**src/rtl/core/ppte_pkg.sv**
```systemverilog
package ppte_pkg;

  localparam logic [1:0] STATUS_MEASURED = 2'd0;
  localparam logic [1:0] STATUS_FIRST    = 2'd1;
  localparam logic [1:0] STATUS_UNKNOWN  = 2'd2;

  localparam logic       CMD_REQUEST = 1'b0;

  localparam logic [1:0] RD_PREV = 2'd0;
  localparam logic [1:0] RD_CUR  = 2'd1;
  localparam logic [1:0] RD_LAST = 2'd2;

  localparam logic [1:0] DIV_TPUT = 2'd1;
  localparam logic [1:0] DIV_INV  = 2'd2;
  localparam logic [1:0] DIV_MEAN = 2'd3;

  localparam logic [6:0] STEPS_TPUT = 7'd35;
  localparam logic [6:0] STEPS_INV  = 7'd56;
  localparam logic [6:0] STEPS_MEAN = 7'd64;

  localparam logic [19:0] US_PER_S  = 20'd1000000;
  localparam logic [15:0] MIN_RATIO = 16'd80;
  localparam logic [7:0]  SAMPLE_COUNT_RESET = 8'd4;

  typedef struct packed {
    logic       load_in;
    logic       div_start;
    logic [1:0] div_sel;
    logic       cap_slot;
    logic [1:0] rd_sel;
    logic       cap_prev;
    logic       cap_last;
    logic       cap_cur;
    logic       new_entry;
    logic       req_done;
    logic       set_unknown;
    logic       set_rtt;
    logic       first_data;
    logic       gap_calc;
    logic       cap_tput;
    logic       acc_update;
    logic       mul;
    logic       cap_mean;
    logic       out_load;
  } dp_cmd_t;

  typedef struct packed {
    logic is_data;
    logic found;
    logic prev_found;
    logic last_data_set;
    logic tput_valid;
    logic sample_done;
    logic div_done;
    logic out_free;
  } dp_sts_t;

endpackage

```
**src/rtl/core/ppte_ctrl.sv**
```systemverilog
module ppte_ctrl (
  input  logic               clk,
  input  logic               rst,
  input  logic               s_tvalid,
  output logic               s_tready,
  input  ppte_pkg::dp_sts_t  sts,
  output ppte_pkg::dp_cmd_t  cmd
);

  localparam logic [3:0] S_IDLE   = 4'd0;
  localparam logic [3:0] S_SLOT   = 4'd1;
  localparam logic [3:0] S_MEAN   = 4'd2;
  localparam logic [3:0] S_RDP    = 4'd3;
  localparam logic [3:0] S_RDC    = 4'd4;
  localparam logic [3:0] S_CAPC   = 4'd5;
  localparam logic [3:0] S_EVAL   = 4'd6;
  localparam logic [3:0] S_RDL    = 4'd7;
  localparam logic [3:0] S_GAP    = 4'd8;
  localparam logic [3:0] S_TPUT   = 4'd9;
  localparam logic [3:0] S_TPUTW  = 4'd10;
  localparam logic [3:0] S_INV    = 4'd11;
  localparam logic [3:0] S_INVW   = 4'd12;
  localparam logic [3:0] S_MUL    = 4'd13;
  localparam logic [3:0] S_MEANW  = 4'd14;
  localparam logic [3:0] S_PUT    = 4'd15;

  logic [3:0] state;
  logic [3:0] state_next;

  always_ff @(posedge clk) begin
    if (rst) begin
      state <= S_IDLE;
    end else begin
      state <= state_next;
    end
  end

  assign s_tready = (state == S_IDLE);

  always_comb begin
    cmd        = '0;
    cmd.rd_sel = ppte_pkg::RD_PREV;
    state_next = state;
    unique case (state)
      S_IDLE: begin
        if (s_tvalid) begin
          cmd.load_in = 1'b1;
          state_next  = S_SLOT;
        end
      end
      S_SLOT: begin
        cmd.cap_slot = 1'b1;
        state_next   = S_RDP;
      end
      S_RDP: begin
        state_next = S_RDC;
      end
      S_RDC: begin
        cmd.cap_prev = 1'b1;
        cmd.rd_sel   = ppte_pkg::RD_CUR;
        state_next   = S_CAPC;
      end
      S_CAPC: begin
        cmd.cap_cur = 1'b1;
        state_next  = S_EVAL;
      end
      S_EVAL: begin
        if (!sts.is_data) begin
          cmd.new_entry = !sts.found;
          cmd.req_done  = 1'b1;
          state_next    = S_IDLE;
        end else if (!sts.found) begin
          cmd.set_unknown = 1'b1;
          state_next      = S_PUT;
        end else begin
          cmd.set_rtt = 1'b1;
          if (!sts.prev_found && !sts.last_data_set) begin
            cmd.first_data = 1'b1;
            state_next     = S_PUT;
          end else if (!sts.prev_found) begin
            cmd.rd_sel = ppte_pkg::RD_LAST;
            state_next = S_RDL;
          end else begin
            state_next = S_GAP;
          end
        end
      end
      S_RDL: begin
        cmd.cap_last = 1'b1;
        state_next   = S_GAP;
      end
      S_GAP: begin
        cmd.gap_calc = 1'b1;
        state_next   = S_TPUT;
      end
      S_TPUT: begin
        cmd.div_start = 1'b1;
        cmd.div_sel   = ppte_pkg::DIV_TPUT;
        state_next    = S_TPUTW;
      end
      S_TPUTW: begin
        if (sts.div_done) begin
          cmd.cap_tput = 1'b1;
          state_next   = sts.tput_valid ? S_INV : S_PUT;
        end
      end
      S_INV: begin
        cmd.div_start = 1'b1;
        cmd.div_sel   = ppte_pkg::DIV_INV;
        state_next    = S_INVW;
      end
      S_INVW: begin
        if (sts.div_done) begin
          cmd.acc_update = 1'b1;
          state_next     = sts.sample_done ? S_MUL : S_PUT;
        end
      end
      S_MUL: begin
        cmd.mul    = 1'b1;
        state_next = S_MEAN;
      end
      S_MEAN: begin
        cmd.div_start = 1'b1;
        cmd.div_sel   = ppte_pkg::DIV_MEAN;
        state_next    = S_MEANW;
      end
      S_MEANW: begin
        if (sts.div_done) begin
          cmd.cap_mean = 1'b1;
          state_next   = S_PUT;
        end
      end
      S_PUT: begin
        if (sts.out_free) begin
          cmd.out_load = 1'b1;
          state_next   = S_IDLE;
        end
      end
      default: begin
        state_next = S_IDLE;
      end
    endcase
  end

endmodule

```
**config.mk**
```make
export PLATFORM = sky130hd
export DESIGN_NAME = ppte_ctrl
export DESIGN_NICKNAME = d
export VERILOG_FILES = /design/src/rtl/core/ppte_pkg.sv /design/src/rtl/core/ppte_ctrl.sv
export SDC_FILE = /design/constraint.sdc
export NUM_CORES = 1
export LEC_CHECK = 0
export BUFFER_PORTS_ARGS = -buffer_cell sky130_fd_sc_hd__buf_2
export CAP_MARGIN = 20
export CORE_AREA = 2 2 39 41
export DETAILED_ROUTE_END_ITERATION = 6
export DIE_AREA = 0 0 41 43
export HOLD_SLACK_MARGIN = 0.15
export PLACE_DENSITY = 0.86
export SYNTH_ARGS = -nofsm -noshare
export SYNTH_HDL_FRONTEND = slang
export SYNTH_SLANG_ARGS = --single-unit
```
**constraint.sdc**
```tcl
create_clock -name clk -period 3.6 [get_ports clk]
set_input_delay 0.18 -clock clk [delete_from_list [all_inputs] [get_ports clk]]
set_output_delay 0.18 -clock clk [all_outputs]
set_load 0.02 [all_outputs]
```
==> impl_metrics.tcl, run 1 <==
set metrics [dict create \
    status "finished clean" \
    power.share.combinational_pct 45.5 \
    slew_headroom_pct 57.9 \
    cts.clk_slew.worst_paths_ns 0.04 \
    portBuffers 32 \
    fin_crit_sh_pct 56.6 \
    hold_viol_final 0 \
    htreeDepth 1 \
    num-fill-cells 151 \
    max_stage_delay_ns 0.71 \
    via_per_inst 5.74 \
    std_cell_rows 14 \
    syn_inst 83 \
    p_leak_nw 0.328 \
    globalplace.congestion 0.893 \
    ir_drop_mv 0.234 \
    cp_slowest_cell "dfxtp_1" \
    start_util_pct 39.7 \
    clock-sinks 4 \
    syn_avg_cell_area_sq_um 6.62 \
    synth_cell_type_count 37 \
    dr.pass1.iters 4 \
    clock.fmax_ghz 0.491 \
    critPathMaxFanout 20 \
    stdcell_area_sq_um 712 \
    seqPwrFrac_pct 31.3 \
    ys_async_sr_fraction_pct 0 \
    num-nets-final 124 \
    top_usage_layer "met2" \
    path_buf_inv 1 \
    worst_pin_slew_ns 0.631 \
    p_int_mw 0.131 \
    path_delay_family "flip-flops" \
    synth-edff-count 0 \
    cts_resized 0 \
    rsz0062_at_grt "false" \
    use_met1_pct 23.4 \
    path_class "flop to primary output" \
    syn_nets 94 \
    routed_wl_um 1550 \
    ant_nets 0 \
    grt_usage_pct 20.3 \
    p_per_area_nw_per_um2 341 \
    crit_arrival_ns 1.86 \
    core_sq_um 1380 \
    ys_seq_area_share_pct 14.6 \
    setup_tns_ns 0 \
    cts_tree "yes" \
    final_max_slew_viol_count 0 \
    syn2layout_area_growth_pct 29.6 \
    cts_setup_buffers 0 \
    regMostFlops "state" \
    grt_antenna_before_repair 0 \
    cp.required_ns 3.42 \
    p_switching_mw 0.111 \
    grt_pass1_vias 603 \
    drcViolationCount 0 \
    ys.flop_type "dfxtp_1" \
    use_met3_pct 3.66 \
    clkLatencyLatePin_ns 0.24 \
    die_x_um 41 \
    fin_skew_ns 0.000662 \
    hold_buffers 0 \
    io-pin-count 33 \
    die-area_sq_um 1760 \
    final-setup-viol-count 0 \
    diodes 0 \
    min_period_ns 2.04 \
    wl_per_cell_um 12.2 \
    cts-root-buf "clkbuf_4" \
    grt_pass1_wl_um 2460 \
    first_iter_violations 20 \
    synth_seq_cells 4 \
    sw_frac_of_total_pct 45.8 \
    overflow 0 \
    via_count 729 \
    cp-end-kind "primary output" \
    timing.hold.ws_ns 0.201 \
    cts-buffers-inserted 3 \
    grt_max_degree 21 \
    syn_area_sq_um 549 \
    largestRegisters "state: 4 flops" \
    cp-start-kind "flop" \
    crit_path_cell_trace "nand2b_1 -> nor2_1 -> nand2_1 -> nor4_1 -> buf_2" \
    yosys_warnings 0 \
    p_clk_share_pct 23.2 \
    largest_reg_flops 4 \
    drive_gt1_share_pct 36.9 \
    max_cap_violations 0 \
    cts.path.max_buffers 2 \
    use_met2_pct 32.2 \
    hpwl_um 1180 \
    mostFrequentLayoutCell "buf_2" \
    dpl_cell_area_sq_um 689 \
    die_y_um 43 \
    final_cell_mix "buf_2, nor2_1, inv_1, nand2_1, nor4_1" \
    hp-class "input pin to flop" \
]
## final cells by class
class / count / area (sq um) / area share [%]
tap: 16 / 20.0 / 2.81
clock buffer: 3 / 22.5 / 3.16
sequential: 4 / 80.1 / 11.2
inverter: 7 / 26.3 / 3.69
timing repair buffer: 32 / 160 / 22.5
multi-input combinational: 65 / 403 / 56.6
## cell families after synthesis
logic type	after synthesis	share of synthesized area (%)
AOI/OAI and AO/OA	21	30.8
xor gates and xnor gates	1	1.59
buffers and inverters	14	12.1
DFF	4	14.6
and+or+nand+nor	43	41.0
## path summary, 6_finish.rpt
path,slack [ns],end,start,depth (start not counted)
worst max-delay path,1.56,cmd[6],state[2]$_SDFFE_PP0P_,5
worst max register to register,1.79,state[2]$_SDFFE_PP0P_,state[2]$_SDFFE_PP0P_,4
worst min register to register,0.77,state[3]$_SDFFE_PP0P_,state[1]$_SDFFE_PP0P_,2
worst min-delay path,0.20,state[3]$_SDFFE_PP0P_,rst,2
## worst register-to-register path, delay by kind of cell, from the launching register on
kind	cells	cell delay, ns
flops	1	0.71
compound gates	2	0.45
simple gates	2	0.53
## stage by stage
step / total power [mW] / utilization, % / worst slack (ns) / cells
final: 0.243 / 51.4 / 1.56 / 127
after global routing: 0.261 / 51.4 / 1.37 / 127
after CTS: 0.244 / 51.4 / 1.57 / 127
after detailed placement: 0.187 / 49.8 / 1.81 / 124
after global placement: 0.184 / 49.8 / 1.86 / 124
after floorplan: 0.157 / - / 1.72 / 83
## cell usage after synthesis (all sizes together) (2+ instances only)
library cell / count / share of area (%)
a21oi: 3 / 3.4
nor4: 6 / 6.8
nor3: 6 / 6.4
nand2b: 2 / 2.3
a211o: 2 / 3.2
nor2: 14 / 9.6
o21ai: 4 / 3.6
dfxtp: 4 / 15
or3b: 2 / 3.6
clkbuf: 2 / 1.4
a31oi: 3 / 6.1
inv: 7 / 4.8
buf: 5 / 5.9
nand2: 6 / 4.1
nand3: 2 / 1.8
a31o: 2 / 3.2
## layer usage
layer	part of all wire (%)	vias to the layer above
met2	50	31
li1	-	362
met5	0	-
met4	1.4	0
met1	40	334
met3	8.6	2
## power by group through the flow
| stage | sequential, mW | combinational (mW) | clock [mW] |
|---|---|---|---|
| global route | 0.0788 | 0.121 | 0.0610 |
| CTS | 0.0757 | 0.111 | 0.0571 |
| finish | 0.0759 | 0.110 | 0.0562 |
| global placement | 0.0751 | 0.109 | 0 |
| floorplan | 0.0551 | 0.102 | 0 |
| detailed placement | 0.0761 | 0.111 | 0 |
Power figures use the tool's default switching activity.
==> run 2, diff against run 1 <==
--- a/config.mk
+++ b/config.mk
@@ -7,11 +7,11 @@
 export LEC_CHECK = 0
 export BUFFER_PORTS_ARGS = -buffer_cell sky130_fd_sc_hd__buf_2
 export CAP_MARGIN = 20
-export CORE_AREA = 2 2 39 41
+export CORE_MARGIN = 2
+export CORE_UTILIZATION = 37
 export DETAILED_ROUTE_END_ITERATION = 6
-export DIE_AREA = 0 0 41 43
 export HOLD_SLACK_MARGIN = 0.15
-export PLACE_DENSITY = 0.86
+export PLACE_DENSITY = 0.82
 export SYNTH_ARGS = -nofsm -noshare
 export SYNTH_HDL_FRONTEND = slang
 export SYNTH_SLANG_ARGS = --single-unit
==> constraint.sdc (replaced) <==
create_clock -name clk -period 1.8 [get_ports clk]
set_input_delay 0.09 -clock clk [delete_from_list [all_inputs] [get_ports clk]]
set_output_delay 0.09 -clock clk [all_outputs]
set_load 0.02 [all_outputs]
==> run 2 against run 1 <==
  * Clock skew rose by 0.0017 ns
  * Final cell count rose by 5.5%
  * Sequential power rose by 73%
  * Wire length rose by 8.1%
  * Highest routed layer unchanged
  * First-iteration DRC count rose by 30%
  * Clock power rose by 99%
  * Core utilization rose by 6.3 points
  * Sequential share of layout area fell by 0.97 points
  * Non-clock buffer count rose by 8
==> impl_metrics.tcl, run 2 (synthesis results as in run 1) <==
set metrics [dict create \
    diodes 0 \
    die-area_sq_um 1810 \
    std_cell_rows 13 \
    cp.required_ns 1.71 \
    first_iter_violations 26 \
    portBuffers 32 \
    via_count 749 \
    slew_headroom_pct 73.6 \
    htreeDepth 1 \
    core_sq_um 1350 \
    r2r_slack_ns 0.24 \
    setup_tns_ns 0 \
    cts-root-buf "clkbuf_4" \
    dp_slack_ns 0.282 \
    cp-start-kind "flop" \
    cts-buffers-inserted 3 \
    path_delay_family "simple AND/OR/NAND/NOR gates" \
    globalplace.congestion 0.905 \
    num-nets-final 132 \
    routed.top_layer "met4" \
    wl_met3_um 82 \
    rr_worst_depth 4 \
    overflow 0 \
    io-pin-count 33 \
    path_class "flop to primary output" \
    dpl_cell_area_sq_um 741 \
    path_buf_inv 2 \
    p_int_mw 0.293 \
    final_cell_mix "buf_2, nor2_1, inv_1, buf_4, nand2_1" \
    grt_usage_pct 18.7 \
    wl_met2_um 757 \
    final_max_slew_viol_count 0 \
    rsz0062_at_grt "false" \
    p_per_area_nw_per_um2 674 \
    min_period_ns 1.64 \
    regMostFlops "state" \
    dr.pass1.iters 4 \
    worst_pin_slew_ns 0.395 \
    cts.path.max_buffers 2 \
    largest_reg_flops 4 \
    seqPwrFrac_pct 24.8 \
    hp-class "input pin to flop" \
    clock-sinks 4 \
    m1WireLength_um 820 \
    seq_area_sq_um 80.1 \
    largestRegisters "state: 4 flops" \
    fin_crit_sh_pct 91.1 \
    cp_slowest_cell "dfxtp_1" \
    die_y_um 42.5 \
    mostFrequentLayoutCell "buf_2" \
    crit_path_cell_trace "buf_4 -> nand2b_1 -> nor2_1 -> nand2_1 -> nor4_2 -> buf_2" \
    drcViolationCount 0 \
    clock.fmax_ghz 0.610 \
    grt_pass1_vias 623 \
    start_util_pct 40.7 \
    p_switching_mw 0.233 \
    cp.depth 6 \
    sw_frac_of_total_pct 44.3 \
    max_cap_violations 0 \
    p_leak_nw 0.368 \
    cts_setup_buffers 0 \
    p_clk_share_pct 21.3 \
    critPathMaxFanout 8 \
    holdPathStages 3 \
    die_x_um 42.5 \
    clkLatencyLatePin_ns 0.24 \
    grt_pass1_wl_um 2730 \
    routed_wl_um 1680 \
    stdcell_area_sq_um 779 \
    final-setup-viol-count 0 \
    drive_gt1_share_pct 41.2 \
    grt_max_degree 13 \
    cts.clk_slew.worst_paths_ns 0.04 \
    cts_tree "yes" \
    fin_skew_ns 0.00232 \
    wl_per_cell_um 12.5 \
    crit_arrival_ns 1.55 \
    syn2layout_area_growth_pct 41.9 \
    max_stage_delay_ns 0.38 \
    multi_input_area_sq_um 409 \
    power.share.combinational_pct 53.8 \
    grt_antenna_before_repair 0 \
    status "finished clean" \
    cp-end-kind "primary output" \
    ir_drop_mv 0.318 \
    num-fill-cells 131 \
    via_per_inst 5.59 \
    ant_nets 0 \
    worst_slack_ns 0.161 \
    hpwl_um 1280 \
    hold_viol_final 0 \
]
==> run 2: cell types whose count changed in the layout (fill, tap and decap cells not counted) <==
cell,change
buf_4,+7
dlygate4sd3_1,+1
nor4_1,-1
nor4_2,+1
==> run 2: final timing paths <==
kind,startpoint,end
hold / removal,sts[0],state[0]$_SDFFE_PP0P_
setup reg to reg,state[1]$_SDFFE_PP0P_,state[1]$_SDFFE_PP0P_
hold reg to reg,state[2]$_SDFFE_PP0P_,state[3]$_SDFFE_PP0P_
setup / recovery,state[2]$_SDFFE_PP0P_,cmd[6]
==> run 2: timing repair <==
action / 4_1_cts / 5_1_grt
resized for setup: 0 / 1
endpoints found under the hold margin: 1 / 0
hold buffers: 1 / 0
endpoints found under the setup margin: 0 / 1
==> run 2: cell type report <==
class,instances,area share [%]
Multi-Input combinational cell,65,52.5
Tap cell,15,2.41
Sequential cell,4,10.3
Clock buffer,3,2.89
Timing Repair Buffer,40,28.6
Inverter,7,3.37
==> run 2: worst reg2reg max path, stage by stage (launching register included) <==
cell and delay, ns:
dfxtp_1 0.51, or3b_1 0.44, a31oi_4 0.23, nor3_2 0.07, a31o_1 0.20
==> run 2: power by group through the flow <==
stage | combinational [mW] | clock [mW] | sequential [mW]
final | 0.283 | 0.112 | 0.131
after global routing | 0.310 | 0.128 | 0.133
after CTS | 0.281 | 0.114 | 0.128
after detailed placement | 0.278 | 0 | 0.130
after global placement | 0.276 | 0 | 0.127
after floorplan | 0.203 | 0 | 0.110
==> run 2: routing by layer <==
| metal | vias to the layer above | GRT usage (%) |
|---|---|---|
| met5 | - | 0 |
| met1 | 344 | 25.1 |
| met3 | 2 | 2.16 |
| met2 | 24 | 30.5 |
| li1 | 379 | - |
| met4 | 0 | 6.88 |
==> run 2: per-stage QoR <==
stage	hold slack (ns)	cells	utilization (%)	total power [mW]
after floorplan	0.156	83	-	0.313
after global routing	0.214	134	57.7	0.570
after CTS	0.197	134	57.3	0.523
after detailed placement	0.355	130	54.9	0.408
final	0.205	134	57.7	0.525
after global placement	0.342	130	54.9	0.403
==> run 3, diff against run 2 <==
--- a/config.mk
+++ b/config.mk
@@ -12,6 +12,7 @@
 export DETAILED_ROUTE_END_ITERATION = 6
 export HOLD_SLACK_MARGIN = 0.15
 export PLACE_DENSITY = 0.82
+export RECOVER_POWER = 50
 export SYNTH_ARGS = -nofsm -noshare
 export SYNTH_HDL_FRONTEND = slang
 export SYNTH_SLANG_ARGS = --single-unit
==> constraint.sdc (replaced) <==
create_clock -name clk -period 1.8 [get_ports clk]
set_input_delay 0.18 -clock clk [delete_from_list [all_inputs] [get_ports clk]]
set_output_delay 0.18 -clock clk [all_outputs]
set_load 0.02 [all_outputs]
==> run 3 against run 2 <==
  * Core utilization fell by 1.1 points
  * Global-route usage up 0.53 points
  * Count of clock-buffer cells in the layout did not move
  * Total power shrank 1.0%
  * Die area unchanged
==> impl_metrics.tcl, run 3 (synthesis results as in run 1) <==
set metrics [dict create \
    start_util_pct 40.7 \
    syn2layout_area_growth_pct 39.2 \
    stdcell_area_sq_um 764 \
    num-fill-cells 134 \
    post_layout_nonfiller_instances 130 \
    path_class "flop to primary output" \
    grt_pass1_wl_um 2720 \
    seq_area_sq_um 83.8 \
    hold_viol_final 0 \
    dp.cells 127 \
    grt_antenna_before_repair 0 \
    p_leak_nw 0.353 \
    grt_max_degree 17 \
    dr.pass1.iters 4 \
    cts-root-buf "clkbuf_4" \
    globalplace.congestion 0.936 \
    ant_nets 0 \
    worst_pin_slew_ns 0.342 \
    mostFrequentLayoutCell "buf_2" \
    via_count 761 \
    min_period_ns 1.70 \
    grt_pass1_vias 634 \
    wl_per_cell_um 13.2 \
    htreeDepth 1 \
    drcViolationCount 0 \
    fin_skew_ns 0.00961 \
    largestRegisters "state: 4 flops" \
    hpwl_um 1320 \
    crit_arrival_ns 1.52 \
    crit_path_cell_trace "buf_4 -> nor4_2 -> and2_1 -> buf_2" \
    first_iter_violations 26 \
    std_cell_rows 13 \
    setup_tns_ns 0 \
    r2r_slack_ns 0.33 \
    cp-end-kind "primary output" \
    regMostFlops "state" \
    multi_input_area_sq_um 420 \
    ir_drop_mv 0.333 \
    hp-class "input pin to flop" \
    die_x_um 42.5 \
    clock-sinks 4 \
    num-nets-final 128 \
    fin_crit_sh_pct 94.3 \
    overflow 0 \
    clkLatencyLatePin_ns 0.25 \
    status "finished clean" \
    cts-buffers-inserted 3 \
    cp-start-kind "flop" \
    max_cap_violations 0 \
    diodes 0 \
    core_sq_um 1350 \
    drive_gt1_share_pct 45.2 \
    max_stage_delay_ns 0.39 \
    final_cell_mix "buf_2, nor2_1, inv_1, nand2_1" \
    rsz0062_at_grt "false" \
    clock.fmax_ghz 0.589 \
    via_per_inst 5.85 \
    cp.required_ns 1.62 \
    cts_setup_buffers 0 \
    dpl_cell_area_sq_um 724 \
    cts.path.max_buffers 2 \
    portBuffers 32 \
    cts.clk_slew.worst_paths_ns 0.04 \
    die-area_sq_um 1810 \
    final_max_slew_viol_count 0 \
    p_per_area_nw_per_um2 680 \
    critPathMaxFanout 13 \
    grt_usage_pct 19.2 \
    io-pin-count 33 \
    cp_slowest_cell "nor4_2" \
    final-setup-viol-count 0 \
    routed_wl_um 1710 \
    largest_reg_flops 4 \
    slew_headroom_pct 77.0 \
    die_y_um 42.5 \
    cts_tree "yes" \
]
run 3: cell types whose count changed in the layout (fill, tap and decap cells not counted), moves of 2 or more:
cell      delta
buf_4        -2
dfxtp_1      -3
dfxtp_2      +3
nand2b_1     -2
nand2b_2     +2
run 3: routing by layer:
layer	global-route usage (%)	up-vias	wire length, um	part of all wire (%)
li1	-	365	-	-
met1	25.1	344	690	40
met2	31.7	48	823	48
met3	5.17	4	185	11
met4	3.75	0	13	0.76
met5	0	-	0	0
run 3: path summary, 6_finish.rpt:
kind | start | cells past startpoint | end
max | state[2]$_SDFFE_PP0P_ | 4 | cmd[20]
min | rst | 2 | state[3]$_SDFFE_PP0P_
min reg2reg | state[1]$_SDFFE_PP0P_ | 2 | state[1]$_SDFFE_PP0P_
max reg2reg | state[1]$_SDFFE_PP0P_ | 4 | state[1]$_SDFFE_PP0P_
run 3: cell type report:
| cell class | count | share of cell area (%) |
|---|---|---|
| Clock buffer | 3 | 2.95 |
| Multi-Input combinational cell | 65 | 55.0 |
| Sequential cell | 4 | 11.0 |
| Timing Repair Buffer | 36 | 25.2 |
| Tap cell | 15 | 2.45 |
| Inverter | 7 | 3.44 |
run 3: worst max-delay path: cells and delay by family (launching register included):
kind / cells / cell delay [ns]
DFF: 1 / 0.36
buffers and inverters: 2 / 0.34
and+or+nand+nor: 2 / 0.56
run 3: repair_timing:
item | CTS | global route
hold buffers | 0 | 0
endpoints found under the setup margin | 0 | 6
gates resized for setup | 0 | 7
run 3: report_power, final:
group          internal [mW]  switching [mW]
clock network         0.0749          0.0419
logic                  0.106           0.159
registers              0.103          0.0355
total                  0.283           0.237
run 3: metrics by stage:
step	setup WS, ns	power (mW)	hold WS [ns]	util, %
final	0.102	0.520	0.191	56.6
after global placement	0.290	0.388	0.432	53.7
after floorplan	0.159	0.318	0.246	-
after CTS	0.00753	0.511	0.188	55.3
after detailed placement	0.230	0.395	0.435	53.7
after global routing	0.00789	0.554	0.208	56.6
